==> src/hw/rtl/assert_macros.svh <==
// Assertion macros shared by the RTL. Define ASSERT_OFF to compile them out.
`ifndef ASSERT_MACROS_SVH
`define ASSERT_MACROS_SVH

`ifndef ASSERT_OFF

// Checked at every clock edge while reset is released.
`define ASSERT_RST(lbl, clk, rstn, prop) \
	lbl: assert property (@(posedge clk) disable iff (!rstn) (prop)) \
	else $error("assertion failed: %m");

// Checked at every clock edge, reset included.
`define ASSERT_ALWAYS(lbl, clk, prop) \
	lbl: assert property (@(posedge clk) (prop)) \
	else $error("assertion failed: %m");

`else

`define ASSERT_RST(lbl, clk, rstn, prop)
`define ASSERT_ALWAYS(lbl, clk, prop)

`endif

`endif

==> src/hw/rtl/rtd_pkg.sv <==
// ----------------------------------------------------------------------------
// rtd_pkg
// Types and constants of the ring termination detector.
// ----------------------------------------------------------------------------
`timescale 1ns / 1ps
`default_nettype none

package rtd_pkg;

	localparam int AGENT_W            = 4;
	localparam int AGENT_SPAN         = 16;
	localparam int CFG_W              = 5;
	localparam int MAX_AGENTS_DEFAULT = 16;

	localparam logic [CFG_W-1:0]   ACTIVE_RESET = CFG_W'(16);
	localparam logic [AGENT_W-1:0] MASTER_AGENT = '0;

	typedef struct packed {
		logic [AGENT_W-1:0] agent;
		logic               work_happened;
	} item_t;

	typedef struct packed {
		logic               terminated;
		logic               token_passed;
		logic [AGENT_W-1:0] token_receiver;
		logic               token_black;
		logic               error;
	} result_t;

endpackage

`default_nettype wire

==> src/hw/rtl/rtd_core.sv <==
// ----------------------------------------------------------------------------
// rtd_core
// Token ring state and the update for one agent report, applied on each step.
// ----------------------------------------------------------------------------
`timescale 1ns / 1ps
`default_nettype none
`include "assert_macros.svh"

module rtd_core #(
	parameter int MAX_AGENTS = rtd_pkg::MAX_AGENTS_DEFAULT
) (
	input  wire                            clk,
	input  wire                            arst_n,
	input  wire                            step,
	input  wire rtd_pkg::item_t            item,
	input  wire [rtd_pkg::CFG_W-1:0]       active_agents,
	output rtd_pkg::result_t               res
);

	localparam int LIMIT = (MAX_AGENTS < rtd_pkg::AGENT_SPAN) ? MAX_AGENTS
	                                                          : rtd_pkg::AGENT_SPAN;
	localparam int IDX_W = $clog2(LIMIT);
	localparam logic [rtd_pkg::CFG_W-1:0]   LIMIT_C   = rtd_pkg::CFG_W'(LIMIT);

	// Only the holder's token color matters, so the token is kept as a
	// position and one color bit rather than per-agent flags.
	logic [LIMIT-1:0]             agent_black_q, agent_black_d;
	logic [rtd_pkg::AGENT_W-1:0]  token_pos_q, token_pos_d;
	logic                         token_black_q, token_black_d;
	logic                         last_white_q, last_white_d;
	logic                         done_q, done_d;

	logic [rtd_pkg::CFG_W-1:0]    ring_n;
	logic [rtd_pkg::CFG_W-1:0]    agent_ext;
	logic [rtd_pkg::CFG_W-1:0]    next_agent;
	logic [rtd_pkg::AGENT_W-1:0]  receiver;
	logic [IDX_W-1:0]             idx;
	logic                         reject, holds, is_master, agent_black, failed;
	logic                         keep, pass, black;

	always_comb begin
		if (active_agents == '0) begin
			ring_n = rtd_pkg::CFG_W'(1);
		end else if (active_agents > LIMIT_C) begin
			ring_n = LIMIT_C;
		end else begin
			ring_n = active_agents;
		end
	end

	assign agent_ext   = {1'b0, item.agent};
	assign next_agent  = agent_ext + rtd_pkg::CFG_W'(1);
	assign receiver    = (next_agent == ring_n) ? rtd_pkg::MASTER_AGENT
	                                            : next_agent[rtd_pkg::AGENT_W-1:0];
	assign reject      = (agent_ext >= ring_n) || (item.work_happened && done_q);
	assign idx         = item.agent[IDX_W-1:0];
	assign holds       = (token_pos_q == item.agent);
	assign is_master   = (item.agent == rtd_pkg::MASTER_AGENT);
	assign agent_black = agent_black_q[idx] | item.work_happened;
	assign failed      = token_black_q | agent_black;
	assign keep        = holds && is_master && last_white_q && !failed;
	assign pass        = holds && !keep;
	// The master clears both marks before sending, so its token goes out white.
	assign black       = is_master ? 1'b0 : failed;

	always_comb begin
		agent_black_d = agent_black_q;
		token_pos_d   = token_pos_q;
		token_black_d = token_black_q;
		last_white_d  = last_white_q;
		done_d        = done_q;
		if (!reject) begin
			agent_black_d[idx] = holds ? 1'b0 : agent_black;
			if (holds) begin
				token_black_d = pass ? black : 1'b0;
				if (pass) begin
					token_pos_d = receiver;
				end
				if (is_master) begin
					last_white_d = !failed;
					done_d       = done_q | keep;
				end
			end
		end
	end

	always_ff @(posedge clk or negedge arst_n) begin
		if (!arst_n) begin
			agent_black_q <= '1;
			token_pos_q   <= rtd_pkg::MASTER_AGENT;
			token_black_q <= 1'b0;
			last_white_q  <= 1'b1;
			done_q        <= 1'b0;
		end else if (step) begin
			agent_black_q <= agent_black_d;
			token_pos_q   <= token_pos_d;
			token_black_q <= token_black_d;
			last_white_q  <= last_white_d;
			done_q        <= done_d;
		end
	end

	always_comb begin
		res.terminated     = done_d;
		res.token_passed   = !reject && pass;
		res.token_receiver = (!reject && pass) ? receiver : rtd_pkg::MASTER_AGENT;
		res.token_black    = !reject && pass && black;
		res.error          = reject;
	end

	`ASSERT_RST(a_done_sticks, clk, arst_n, done_q |=> done_q)
	`ASSERT_RST(a_reject_holds_state, clk, arst_n,
		(step && reject) |=> ($stable(agent_black_q) && $stable(token_pos_q)))
	`ASSERT_RST(a_token_in_ring, clk, arst_n, rtd_pkg::CFG_W'(token_pos_q) < LIMIT_C)
	`ASSERT_RST(a_done_keeps_token, clk, arst_n,
		done_q |-> (token_pos_q == rtd_pkg::MASTER_AGENT))

endmodule

`default_nettype wire

==> src/hw/rtl/ring_termination_detector.sv <==
// An accepted word waits in the input register; its result word is then held
// in the result register. Throughput: one report per cycle unless out_stall
// holds the result register; the token state updates as the word moves on.
// Reset: asynchronous, active low; the master holds a white token, all agents
// are black, the ring size is 16 and no words are pending.
// ----------------------------------------------------------------------------
// ring_termination_detector
// Colored-token termination detection over a ring of worker agents.
// ----------------------------------------------------------------------------
`timescale 1ns / 1ps
`default_nettype none

module ring_termination_detector #(
	parameter int MAX_AGENTS = rtd_pkg::MAX_AGENTS_DEFAULT
) (
	input  wire                              clk,
	input  wire                              arst_n,
	input  wire                              cfg_we,
	input  wire [rtd_pkg::CFG_W-1:0]         cfg_wdata,
	input  wire                              in_valid,
	output logic                             in_stall,
	input  wire [rtd_pkg::AGENT_W-1:0]       agent,
	input  wire                              work_happened,
	output logic                             out_valid,
	input  wire                              out_stall,
	output logic                             terminated,
	output logic                             token_passed,
	output logic [rtd_pkg::AGENT_W-1:0]      token_receiver,
	output logic                             token_black,
	output logic                             error
);

	logic [rtd_pkg::CFG_W-1:0] active_agents_q;
	logic                      valid_s1, valid_s2;
	rtd_pkg::item_t            item_s1;
	rtd_pkg::result_t          res, res_s2;
	logic                      advance;

	always_ff @(posedge clk or negedge arst_n) begin
		if (!arst_n) begin
			active_agents_q <= rtd_pkg::ACTIVE_RESET;
		end else if (cfg_we) begin
			active_agents_q <= cfg_wdata;
		end
	end

	// A word leaves the input register when the result register is free or
	// its word is being taken in the same cycle.
	assign advance  = valid_s1 && (!valid_s2 || !out_stall);
	assign in_stall = valid_s1 && !advance;

	always_ff @(posedge clk or negedge arst_n) begin
		if (!arst_n) begin
			valid_s1 <= 1'b0;
			valid_s2 <= 1'b0;
		end else begin
			if (in_valid && !in_stall) begin
				valid_s1 <= 1'b1;
			end else if (advance) begin
				valid_s1 <= 1'b0;
			end
			if (advance) begin
				valid_s2 <= 1'b1;
			end else if (!out_stall) begin
				valid_s2 <= 1'b0;
			end
		end
	end

	always_ff @(posedge clk) begin
		if (in_valid && !in_stall) begin
			item_s1.agent         <= agent;
			item_s1.work_happened <= work_happened;
		end
		if (advance) begin
			res_s2 <= res;
		end
	end

	rtd_core #(
		.MAX_AGENTS(MAX_AGENTS)
	) u_core (
		.clk          (clk),
		.arst_n       (arst_n),
		.step         (advance),
		.item         (item_s1),
		.active_agents(active_agents_q),
		.res          (res)
	);

	assign out_valid      = valid_s2;
	assign terminated     = res_s2.terminated;
	assign token_passed   = res_s2.token_passed;
	assign token_receiver = res_s2.token_receiver;
	assign token_black    = res_s2.token_black;
	assign error          = res_s2.error;

endmodule

`default_nettype wire

==> config.mk <==
export PLATFORM = sky130hd
export DESIGN_NAME = ring_termination_detector
export DESIGN_NICKNAME = d
export VERILOG_FILES = /design/src/hw/rtl/rtd_pkg.sv /design/src/hw/rtl/rtd_core.sv /design/src/hw/rtl/ring_termination_detector.sv
export VERILOG_INCLUDE_DIRS = /design/src /design/src/hw/rtl
export SDC_FILE = /design/constraint.sdc
export NUM_CORES = 1
export LEC_CHECK = 0
export ABC_AREA = 1
export BUFFER_PORTS_ARGS = -buffer_cell sky130_fd_sc_hd__clkbuf_2
export CAP_MARGIN = 20
export CORE_MARGIN = 4
export CORE_UTILIZATION = 50
export DETAILED_ROUTE_END_ITERATION = 10
export GPL_ROUTABILITY_DRIVEN = 0
export PLACE_DENSITY = 0.75
export SETUP_SLACK_MARGIN = 0.3
export SYNTH_ARGS = -nofsm -noshare
export SYNTH_HDL_FRONTEND = slang
export SYNTH_SLANG_ARGS = --single-unit
==> constraint.sdc <==
create_clock -name clk -period 2.8 [get_ports clk]
set_input_delay 0.7 -clock clk [delete_from_list [all_inputs] [get_ports clk]]
set_output_delay 0.7 -clock clk [all_outputs]
set_load 0.005 [all_outputs]
Word-level counts from Yosys, hierarchy flattened
Cells that the tools add are included.

storage, ports and cells
  bits in registers = 43

operators by class
  bitwise gates (word level) = 4
  order comparisons = 4
  reductions and logical operators = 27
  muxes and demuxes = 18
  $add $sub $neg = 1
  equality and inequality tests = 3

operator list
  kind                                                                    number
  16-bit bitwise mux                                                      1
  1-bit 2-to-1 mux                                                        12
  1-bit logical AND                                                       11
  5-bit 2-to-1 mux                                                        2
  4-bit AND reduction                                                     2
  1-bit logical NOT                                                       7
  4-bit by 1-bit adder with 5-bit output (second input constant)          1
  5-bit == test                                                           1
  4-bit by 5-bit >= comparator with 1-bit output                          1
  5-bit greater-than comparator (second input constant)                   1
  5-bit logical NOT                                                       1
  4-bit by 5-bit < comparator with 1-bit output (second input constant)   1
  1-bit binary-select mux with 4-bit select                               1
  1-bit demux with 4-bit select                                           1
  4-bit == test                                                           1
  4-bit by 1-bit >= comparator with 1-bit output (second input constant)  1
  4-bit logical NOT                                                       1
  4-bit 2-to-1 mux                                                        1
  1-bit bitwise OR                                                        3
  3-bit AND reduction                                                     1
  1-bit logical OR                                                        2
  2-bit by 1-bit != test with 1-bit output (second input constant)        1
  2-bit AND reduction                                                     1
  2-bit nonzero test                                                      1
  1-bit inverter                                                          1

Logic depth before layout (Yosys ltp)
Gate-level depths: netlist (run 1).

  depth after elaboration = 10
  gate-level depth with buffers = 15
  gate-level depth less buffers = 15

Cells and area by module
Synthesis (run 1) repeated with hierarchy kept, for this count alone.

unflattened totals
  cells, all modules = 319
  area total of the unflattened synthesis = 2547.4 µm²

by module, submodules not included
  module                     cells an instance  times used  area each (µm²)
  rtd_core                   273                1           1863.0
  ring_termination_detector  46                 1           684.4

Worst setup path after synthesis (run 1)
No wires, ideal clock.

  path kind = flip-flop to flip-flop
  start = reg active_agents_q[1] (netlist bit)
  end = reg u_core.agent_black_q[10]
  data required time = 2.728 ns
  path buffers = 1
  cell stages (with the launch flop) = 16
  slack = 0.764 ns
  period minus slack after synthesis = 2.036 ns
  arrival = 1.964 ns
  library setup time = 0.072 ns
  cell sequence = dfrtp_1 > nor2_1 > nand2_1 > nand2_1 > nand2_1 > ha_1 > inv_1 > nor2_1 > nand2_1 > nand2_1 > nor2_2 > nand4_4 > buf_6 > nor2_4 > nand2_1 > o21ai_1

on the way
  word-level cells in the longest chain between the ends = 7
  elaborated cells on any way between the ends = 8
  those cells by class = order compare (2); mux (2); bitwise (1); reduce/logical (3)

ends and longest elaborated chain
  element                                           line                             RTL
  start: declaration                                ring_termination_detector.sv:33  logic [rtd_pkg::CFG_W-1:0] active_agents_q;
  start signal: assignment                          ring_termination_detector.sv:41  active_agents_q <= rtd_pkg::ACTIVE_RESET;
  start signal: assignment                          ring_termination_detector.sv:43  active_agents_q <= cfg_wdata;
  5-bit greater-than comparator                     rtd_core.sv:44                   end else if (active_agents > LIMIT_C) begin
  5-bit 2-to-1 mux                                  rtd_core.sv:44
  5-bit 2-to-1 mux *                                rtd_core.sv:42                   if (active_agents == '0) begin
  4-bit by 5-bit >= comparator with 1-bit output *  rtd_core.sv:55                   assign reject = (agent_ext >= ring_n) || (item.work_happened && done_q);
  1-bit logical OR *                                rtd_core.sv:55
  1-bit inverter (no line) *                        -
  2-bit AND reduction (no line) *                   -
  end signal: assignment                            rtd_core.sv:95                   agent_black_q <= agent_black_d;
  end: declaration                                  rtd_core.sv:27                   logic [LIMIT-1:0] agent_black_q, agent_black_d;

Mark *: on every way between the ends. The rest lies on a longest branch, timed or not.
A chain may end at the register's enable or synchronous reset.

Final worst setup path (run 1)
  start = reg active_agents_q[1] (netlist bit)
  end = reg u_core.agent_black_q[2]

Same word-level chain as after synthesis.

==> results_dict.tcl, run 1 <==
set metrics [dict create \
    p_leak_nw 1.38 \
    maxSlewViolCount 0 \
    p_sw_mw 0.580 \
    wl_per_cell_um 12.1 \
    setup_violations 0 \
    cts_tree "yes" \
    hold_violations 0 \
    synth.most_common_cell "nand2_1" \
    syn_area_sq_um 2550 \
    p_comb_share_pct 25.9 \
    whs_ns 0.451 \
    cts.sinks 43 \
    netlist_instances 305 \
    drive_above_1_share_pct 27.3 \
    port_buffers 24 \
    fp.dieW_um 79.5 \
    ys_seq_area_share_pct 45.6 \
    ys.flop_type "dfstp_2" \
    core_sq_um 4850 \
    synth-seq-cells 43 \
    fillers 407 \
    htree_levels 2 \
    grt_pass1_vias 1814 \
    tns_ns 0 \
    area_growth_pct 13.6 \
    grt_usage_pct 16.7 \
    clkTransAtPathRegs_ns 0.08 \
    rows 25 \
    start_util_pct 52.6 \
    root_buffer "clkbuf_8" \
    first_iter_violations 126 \
    cts_made_buffers 5 \
    clock_latency_ns 0.30 \
    worstPathRequired_ns 3.01 \
    ff2ff_path_depth 15 \
    grt_pass1_wl_mm 8.20 \
    period_needed_ns 2.31 \
    ir_worst_vdd_mv 0.345 \
    maxCapViolations 0 \
    routed-via-count 1960 \
    cp_max_fo 6 \
    grt_max_degree 31 \
    holdBufCountCts 0 \
    fin_util_pct 59.8 \
    reg2reg_setup_slack_ns 0.49 \
    antenna_found_initial 0 \
    synth_cell_type_count 29 \
    start_kind "register" \
    maxSlewHeadroom_pct 50.6 \
    synth_top_area_share_pct 18.5 \
    tightest_slew_ns 0.741 \
    grt-ovfl-total 0 \
    finClkSkew_ns 0.0125 \
    layout.nets 359 \
    post-route-period-util_pct 82.5 \
    crit_type "reg -> reg" \
    clkPwrFrac_pct 26.2 \
    place_hpwl_mm 3.57 \
    synth_common_cells "nand2_1 (95), inv_1 (38), nor2_1 (26), nand3_1 (19), dfstp_2 (18)" \
    place_ws_ns 0.441 \
    num_antenna_cells 0 \
    routed_via_density 4.85 \
    reg2reg_from "active_agents_q[1]$_DFFE_PN0P_" \
    io_pins 25 \
    grt_setup_unrepaired "false" \
    p_int_mw 1.31 \
    drc 0 \
    wirelength_mm 4.89 \
    clk_path_buf_depth 2 \
    status "finished clean" \
    ant_nets 0 \
    die_h_um 79.5 \
    finalPower_mw 1.89 \
    synth_warnings 0 \
    r2r_end "u_core.agent_black_q[2]$_DFFE_PN1P_" \
    seqPwrFrac_pct 47.8 \
    min_path_type "in -> async" \
    cellPowerDensity_nw_per_um2 653 \
    ys_top_cells_by_area "dfstp_2 (19%), edfxtp_1 (15%), nand2_1 (14%)" \
    dr.pass1.iters 4 \
    p_sw_share_pct 30.6 \
    synth-edff-count 13 \
    arrival_ns 2.53 \
    max_freq_mhz 433 \
    critPathCaptureType "register" \
    worst_slack_ns 0.489 \
    die_area_sq_um 6310 \
    async_flop_share_pct 69.8 \
    syn-num-nets 328 \
    postSynthAreaPerCell_sq_um 8.37 \
    synth_area_leader_cell "dfstp_2" \
]
-- worst max-delay path: stages, from the launching register on --
cell and delay (ns):
dfrtp_1 0.41, nor2_1 0.11, nand2_1 0.09, nand2_2 0.10
nand2_1 0.09, ha_1 0.31, nand2_1 0.07, nand2_1 0.05
nand2_1 0.05, nand2_1 0.08, nor2_4 0.15, nand4_4 0.20
buf_12 0.20, nor2_1 0.14, nor2_1 0.06, a21oi_1 0.14
-- worst max path at each step --
stage | start | end | slack [ns] | cells past startpoint
final | active_agents_q[1]$_DFFE_PN0P_ | u_core.agent_black_q[2]$_DFFE_PN1P_ | 0.49 | 15
after global routing | active_agents_q[1]$_DFFE_PN0P_ | u_core.agent_black_q[2]$_DFFE_PN1P_ | 0.30 | 15
after CTS | active_agents_q[1]$_DFFE_PN0P_ | u_core.agent_black_q[8]$_DFFE_PN1P_ | 0.43 | 15
after detailed placement | active_agents_q[1]$_DFFE_PN0P_ | u_core.agent_black_q[7]$_DFFE_PN1P_ | 0.44 | 15
after global placement | active_agents_q[1]$_DFFE_PN0P_ | u_core.agent_black_q[8]$_DFFE_PN1P_ | 0.54 | 15
after floorplan | active_agents_q[1]$_DFFE_PN0P_ | u_core.agent_black_q[10]$_DFFE_PN1P_ | 0.76 | 15
-- cells in the final DEF, fill, tap and decap left out, drive strengths merged --
| cell | instances |
|---|---|
| mux2 | 3 |
| inv | 42 |
| nand2 | 100 |
| ha | 8 |
| xor2 | 3 |
| bufinv | 1 |
| a21oi | 9 |
| nand3 | 21 |
| nor2 | 43 |
| o21ai | 20 |
| or2 | 1 |
| clkinv | 1 |
| nand4 | 4 |
| xnor2 | 1 |
| clkbuf | 30 |
| buf | 7 |
| dfstp | 18 |
| edfxtp | 13 |
| dfrtp | 12 |
-- cell type report --
class,instances,area (sq um),area share [%]
Inverter,42,158,5.44
Multi-Input combinational cell,213,1180,40.7
Timing Repair Buffer,31,198,6.82
Clock buffer,6,82.6,2.85
Sequential cell,43,1160,40.1
Clock inverter,2,35.0,1.21
Tap cell,67,83.8,2.89
-- state kept, by name (all words and copies together), names as in the netlist, 4 cells and up --
| name | flops |
|---|---|
| token_receiver | 4 |
| u_core.token_pos_q | 4 |
| u_core.agent_black_q | 16 |
| active_agents_q | 5 |
| item_s1 | 5 |
-- power by group through the flow --
stage                     logic, mW  registers, mW  clock network (mW)
after floorplan               0.383          0.900                   0
after global placement        0.463          0.911                   0
after detailed placement      0.474          0.919                   0
after CTS                     0.476          0.907               0.508
after global routing          0.564          0.923               0.537
final                         0.491          0.906               0.497
-- layer usage --
layer,GRT usage [%],vias up,routed length [um],share of wire [%]
met2,27.5,39,2350,48
met5,0,-,0,0
met4,6.87,0,82,1.7
li1,-,1017,-,-
met1,21.2,897,2260,46
met3,3.50,7,202,4.1
-- through the flow --
step | cells | instance area (sq um)
finish | 404 | 2900
floorplan | 305 | 2550
global route | 404 | 2900
global placement | 393 | 2730
detailed placement | 393 | 2730
CTS | 401 | 2840
-- logic make-up after synthesis --
group / share of synthesized area [%]
flip-flops: 45.6
buffers and inverters: 8.58
XOR/XNOR: 1.37
multiplexers: 1.32
AO/OA/AOI/OAI: 5.83
adder cells (fa/ha/maj): 3.92
AND/OR/NAND/NOR: 33.4
-- timing repair --
item                       CTS  global route
setup buffers                0             3
setup endpoints to repair    0            12
gates resized for setup      0             6
(Power assumes the default switching activity.)
==> run 2: changes to the inputs <==
clock period = 2.2 ns   (was 2.8 ns; I/O delays follow)
==> run 2 against run 1 <==
Compared with the run above: fmax grew 6.5%; setup slack lost 0.46 ns; register-to-register slack lost 0.46 ns; critical path type unchanged; critical endpoint is now u_core.token_pos_q[2]$_DFFE_PN0P_; highest routed layer unchanged.
==> results_dict.tcl, run 2 (synthesis gave the netlist of run 1 again) <==
set metrics [dict create \
    cts.sinks 43 \
    hold_violations 0 \
    port_buffers 24 \
    layout.nets 377 \
    worstPathRequired_ns 2.39 \
    finalPower_mw 2.48 \
    cts_tree "yes" \
    rows 25 \
    period_needed_ns 2.17 \
    min_path_type "in -> async" \
    root_buffer "clkbuf_8" \
    max_freq_mhz 461 \
    grt_pass1_vias 2058 \
    largest_register_ffs 16 \
    clock_latency_ns 0.30 \
    ant_nets 0 \
    whs_ns 0.307 \
    drive_above_1_share_pct 36.1 \
    maxSlewHeadroom_pct 50.6 \
    place_hpwl_mm 3.85 \
    area_growth_pct 22.5 \
    wl_per_cell_um 13.0 \
    htree_levels 2 \
    clkTransAtPathRegs_ns 0.08 \
    wirelength_mm 5.51 \
    core_sq_um 4850 \
    start_util_pct 52.6 \
    start_kind "register" \
    mostFrequentLayoutCells "nand2_1 (88), inv_1 (36), clkbuf_2 (24)" \
    finClkSkew_ns 0.0125 \
    fp.dieW_um 79.5 \
    dr.pass1.iters 4 \
    largestRegisters "u_core.agent_black_q: 16 flops, active_agents_q: 5 flops, item_s1: 5 flops" \
    grt-ovfl-total 0 \
    ir_worst_vdd_mv 0.508 \
    die_h_um 79.5 \
    grt_max_degree 31 \
    tightest_slew_ns 0.742 \
    cellPowerDensity_nw_per_um2 794 \
    antenna_found_initial 0 \
    first_iter_violations 177 \
    final_common_cell "nand2_1" \
    routed_via_density 4.99 \
    grt_usage_pct 18.8 \
    io_pins 25 \
    routed-via-count 2107 \
    clk_path_buf_depth 2 \
    setup_violations 0 \
    drc 0 \
    maxSlewViolCount 0 \
    tns_ns 0 \
    post-route-period-util_pct 98.6 \
    critPathCaptureType "register" \
    arrival_ns 2.36 \
    p_leak_nw 1.46 \
    status "finished clean" \
    num_antenna_cells 0 \
    cp_max_fo 6 \
    dpl_cell_area_sq_um 2820 \
    maxCapViolations 0 \
    grt_pass1_wl_mm 9.22 \
    cts_made_buffers 5 \
    die_area_sq_um 6310 \
    design_area_sq_um 3130 \
    regMostFlops "u_core.agent_black_q" \
    crit_type "reg -> reg" \
    grt_setup_unrepaired "true" \
]
==> run 2: cell types whose count changed in the layout (fill, tap and decap cells not counted), moves of 2 or more <==
cell and delta:
nor2_4 +5, buf_12 -2, nor2_1 -6, inv_1 -2, buf_6 +3, o21ai_1 +2
ha_1 -3, buf_4 +16, o21ai_0 -2, nand2_2 +6, nand2_1 -6, ha_4 +3
==> run 2: worst max-delay path: stages (launching register included) <==
cell and delay (ns):
dfrtp_1 0.38, nor2_1 0.11, nand2_1 0.09, nand2_2 0.13
nand2_2 0.09, ha_4 0.24, nand2_2 0.06, nand2_1 0.05
nand2_1 0.08, nand2_2 0.07, nor2_4 0.11, nand4_4 0.19
nor2_4 0.24, nand2_2 0.10, nand2_1 0.08, nand2_1 0.05
==> run 2: path summary, 6_finish.rpt <==
check | start | to | slack, ns | cells after the start
setup / recovery | active_agents_q[3]$_DFFE_PN0P_ | u_core.token_pos_q[2]$_DFFE_PN0P_ | 0.03 | 15
hold / removal | arst_n | active_agents_q[1]$_DFFE_PN0P_ | 0.31 | 1
setup reg to reg | active_agents_q[3]$_DFFE_PN0P_ | u_core.token_pos_q[2]$_DFFE_PN0P_ | 0.03 | 15
hold reg to reg | u_core.agent_black_q[0]$_DFFE_PN1P_ | u_core.agent_black_q[0]$_DFFE_PN1P_ | 0.47 | 2
max in group asynchronous | arst_n | u_core.done_q$_DFFE_PN0P_ | 1.43 | 1
min in group clk | agent[2] | item_s1[3]$_DFFE_PP_ | 0.43 | 1
==> run 2: power breakdown <==
group	switching (mW)	internal (mW)	total, mW
Combinational	0.439	0.290	0.729
Clock	0.266	0.332	0.598
Sequential	0.0830	1.07	1.15
==> run 2: layer usage <==
layer	global-route usage [%]	up-vias	wire length [um]
li1	-	1049	-
met1	24.1	966	2330
met2	30.1	72	2700
met3	4.06	20	315
met4	8.59	0	165
met5	0	-	0
==> run 2: cell type report <==
class | count | area (sq um)
clock buffer | 5 | 68.8
clock inverter | 3 | 38.8
fill | 389 | 1720
inverter | 42 | 160
multi-input combinational | 213 | 1280
sequential | 43 | 1160
tap | 67 | 83.8
timing repair buffer | 49 | 327
==> run 2: what timing repair did <==
item,CTS,global route
setup endpoints to repair,30,31
buffers inserted,6,7
hold buffers,0,0
gates resized for setup,21,10
pin swaps,10,10
==> run 2: metrics by stage <==
step	util, %	setup slack (ns)	instances
6_report	64.5	0.0310	422
5_1_grt	64.5	-0.135	422
4_1_cts	62.7	0.115	415
3_5_place_dp	58.1	0.0166	401
3_3_place_gp	58.1	0.125	401
2_1_floorplan	-	0.236	305
==> run 3: changes to the inputs <==
SLEW_MARGIN = 20   (was not set)
clock period = 2.5 ns   (was 2.2 ns; I/O delays follow)
==> run 3 against run 2 <==
Compared with the run above: final cell count fell by 0.47%; clock power fell by 11%; register-to-register slack improved by 0.24 ns; combinational power fell by 11%; critical path type unchanged.
==> results_dict.tcl, run 3 (synthesis gave the netlist of run 1 again) <==
set metrics [dict create \
    critPathTopFamily "simple AND/OR/NAND/NOR gates" \
    slowest_stage "dfrtp_1" \
    finClkSkew_ns 0.00936 \
    ir_worst_vdd_mv 0.359 \
    fp.dieW_um 79.5 \
    mostFrequentLayoutCells "nand2_1 (86), inv_1 (37), clkbuf_2 (24)" \
    met3_length_um 332 \
    antenna_found_initial 0 \
    place_ws_ns 0.137 \
    period_needed_ns 2.23 \
    cpPeakStageDelay_ns 0.40 \
    wl_per_cell_um 14.0 \
    io_pins 25 \
    worstPathRequired_ns 2.57 \
    routed-via-count 2133 \
    path_buf_inv 1 \
    final_common_cell "nand2_1" \
    start_util_pct 52.6 \
    status "finished clean" \
    ant_nets 0 \
    place_hpwl_mm 3.78 \
    first_iter_violations 179 \
    cp_cell_sequence "nor2_2 -> nand2_2 -> nand2_4 -> nand2_2 -> ha_4 -> nand2_1 -> inv_1 -> nand4_1 -> nand3_1 -> nor2_2 -> nand2_2 -> nor2_1" \
    rows 25 \
    drive_above_1_share_pct 36.5 \
    cts.sinks 43 \
    num_antenna_cells 0 \
    root_buffer "clkbuf_8" \
    hold_violations 0 \
    clkTransAtPathRegs_ns 0.08 \
    tns_ns 0 \
    grt_pass1_wl_mm 9.07 \
    largestRegisters "u_core.agent_black_q: 16 flops, active_agents_q: 5 flops, item_s1: 5 flops" \
    die_h_um 79.5 \
    crit_type "reg -> reg" \
    start_kind "register" \
    grt_usage_pct 18.6 \
    cts_tree "yes" \
    grt_pass1_vias 2023 \
    maxSlewViolCount 0 \
    regMostFlops "u_core.agent_black_q" \
    finalPower_mw 2.19 \
    wirelength_mm 5.87 \
    wl_met2_mm 2.98 \
    top_layer "met4" \
    clock_latency_ns 0.30 \
    cts_made_buffers 5 \
    die_area_sq_um 6310 \
    max_freq_mhz 449 \
    port_buffers 24 \
    critPathCaptureType "register" \
    htree_levels 2 \
    drt-met1-wl_mm 2.37 \
    grt-ovfl-total 0 \
    fillers 390 \
    grt_max_degree 31 \
    largest_register_ffs 16 \
    crit_path_frequent_cell "nand2_2" \
    layout.nets 375 \
    maxSlewHeadroom_pct 47.8 \
    clk_path_buf_depth 2 \
    worst_slack_ns 0.275 \
    p_leak_nw 1.47 \
    holdBufCountCts 0 \
    maxCapViolations 0 \
    tightest_slew_ns 0.783 \
    area_growth_pct 22.9 \
    drc 0 \
    post-route-period-util_pct 89.0 \
    setup_violations 0 \
    grt_setup_unrepaired "true" \
    routed_via_density 5.08 \
    arrival_ns 2.29 \
    min_path_type "in -> async" \
    core_sq_um 4850 \
    dr.pass1.iters 4 \
    cellPowerDensity_nw_per_um2 699 \
    cp_max_fo 5 \
]
-- run 3: changes by cell type in the layout (fill, tap and decap cells not counted), sizes merged --
| cell | delta |
|---|---|
| buf | -4 |
| clkbuf | +1 |
| nand4 | +1 |
-- run 3: what timing repair did --
item,in CTS,in global routing
gates resized for setup,7,28
gates cloned,0,2
pin swaps,3,12
buffers inserted,6,8
endpoints found under the setup margin,26,28
-- run 3: layer usage --
metal | global-route usage (%) | up-vias
li1 | - | 1053
met2 | 32.7 | 65
met4 | 7.22 | 0
met5 | 0 | -
met1 | 22.1 | 996
met3 | 3.72 | 19
-- run 3: path summary, 6_finish.rpt --
check                      slack (ns)  cells past startpoint                                   to                                 from
max reg2reg                      0.27                     12      token_receiver[3]$_SDFFCE_PN0P_       active_agents_q[3]$_DFFE_PN0P_
max                              0.27                     12      token_receiver[3]$_SDFFCE_PN0P_       active_agents_q[3]$_DFFE_PN0P_
min in group clk                 0.47                      2  u_core.agent_black_q[0]$_DFFE_PN1P_  u_core.agent_black_q[0]$_DFFE_PN1P_
max in group asynchronous        1.62                      1    u_core.token_pos_q[2]$_DFFE_PN0P_                               arst_n
min                              0.39                      1            u_core.done_q$_DFFE_PN0P_                               arst_n
min reg2reg                      0.47                      2  u_core.agent_black_q[0]$_DFFE_PN1P_  u_core.agent_black_q[0]$_DFFE_PN1P_
-- run 3: final cells by class --
cell class	count	area, sq um	area share [%]
Clock buffer	5	68.8	2.19
Tap cell	67	83.8	2.67
Multi-Input combinational cell	214	1300	41.4
Timing Repair Buffer	46	327	10.4
Clock inverter	3	38.8	1.24
Sequential cell	43	1160	37.1
Inverter	42	158	5.02
-- run 3: metrics by stage --
step           area [sq um]  instances  hold slack [ns]  util (%)
2_1_floorplan          2550        305            0.329         -
3_3_place_gp           2750        396            0.443      56.7
3_5_place_dp           2750        396            0.447      56.7
4_1_cts                2940        410            0.420      60.5
5_1_grt                3140        420            0.439      64.7
6_report               3140        420            0.393      64.7
-- run 3: where the power goes --
group          internal, mW  switching (mW)  leakage, nW
registers             0.942          0.0688        0.455
logic                 0.252           0.396        0.960
clock network         0.293           0.242       0.0556
total                  1.49           0.707         1.47
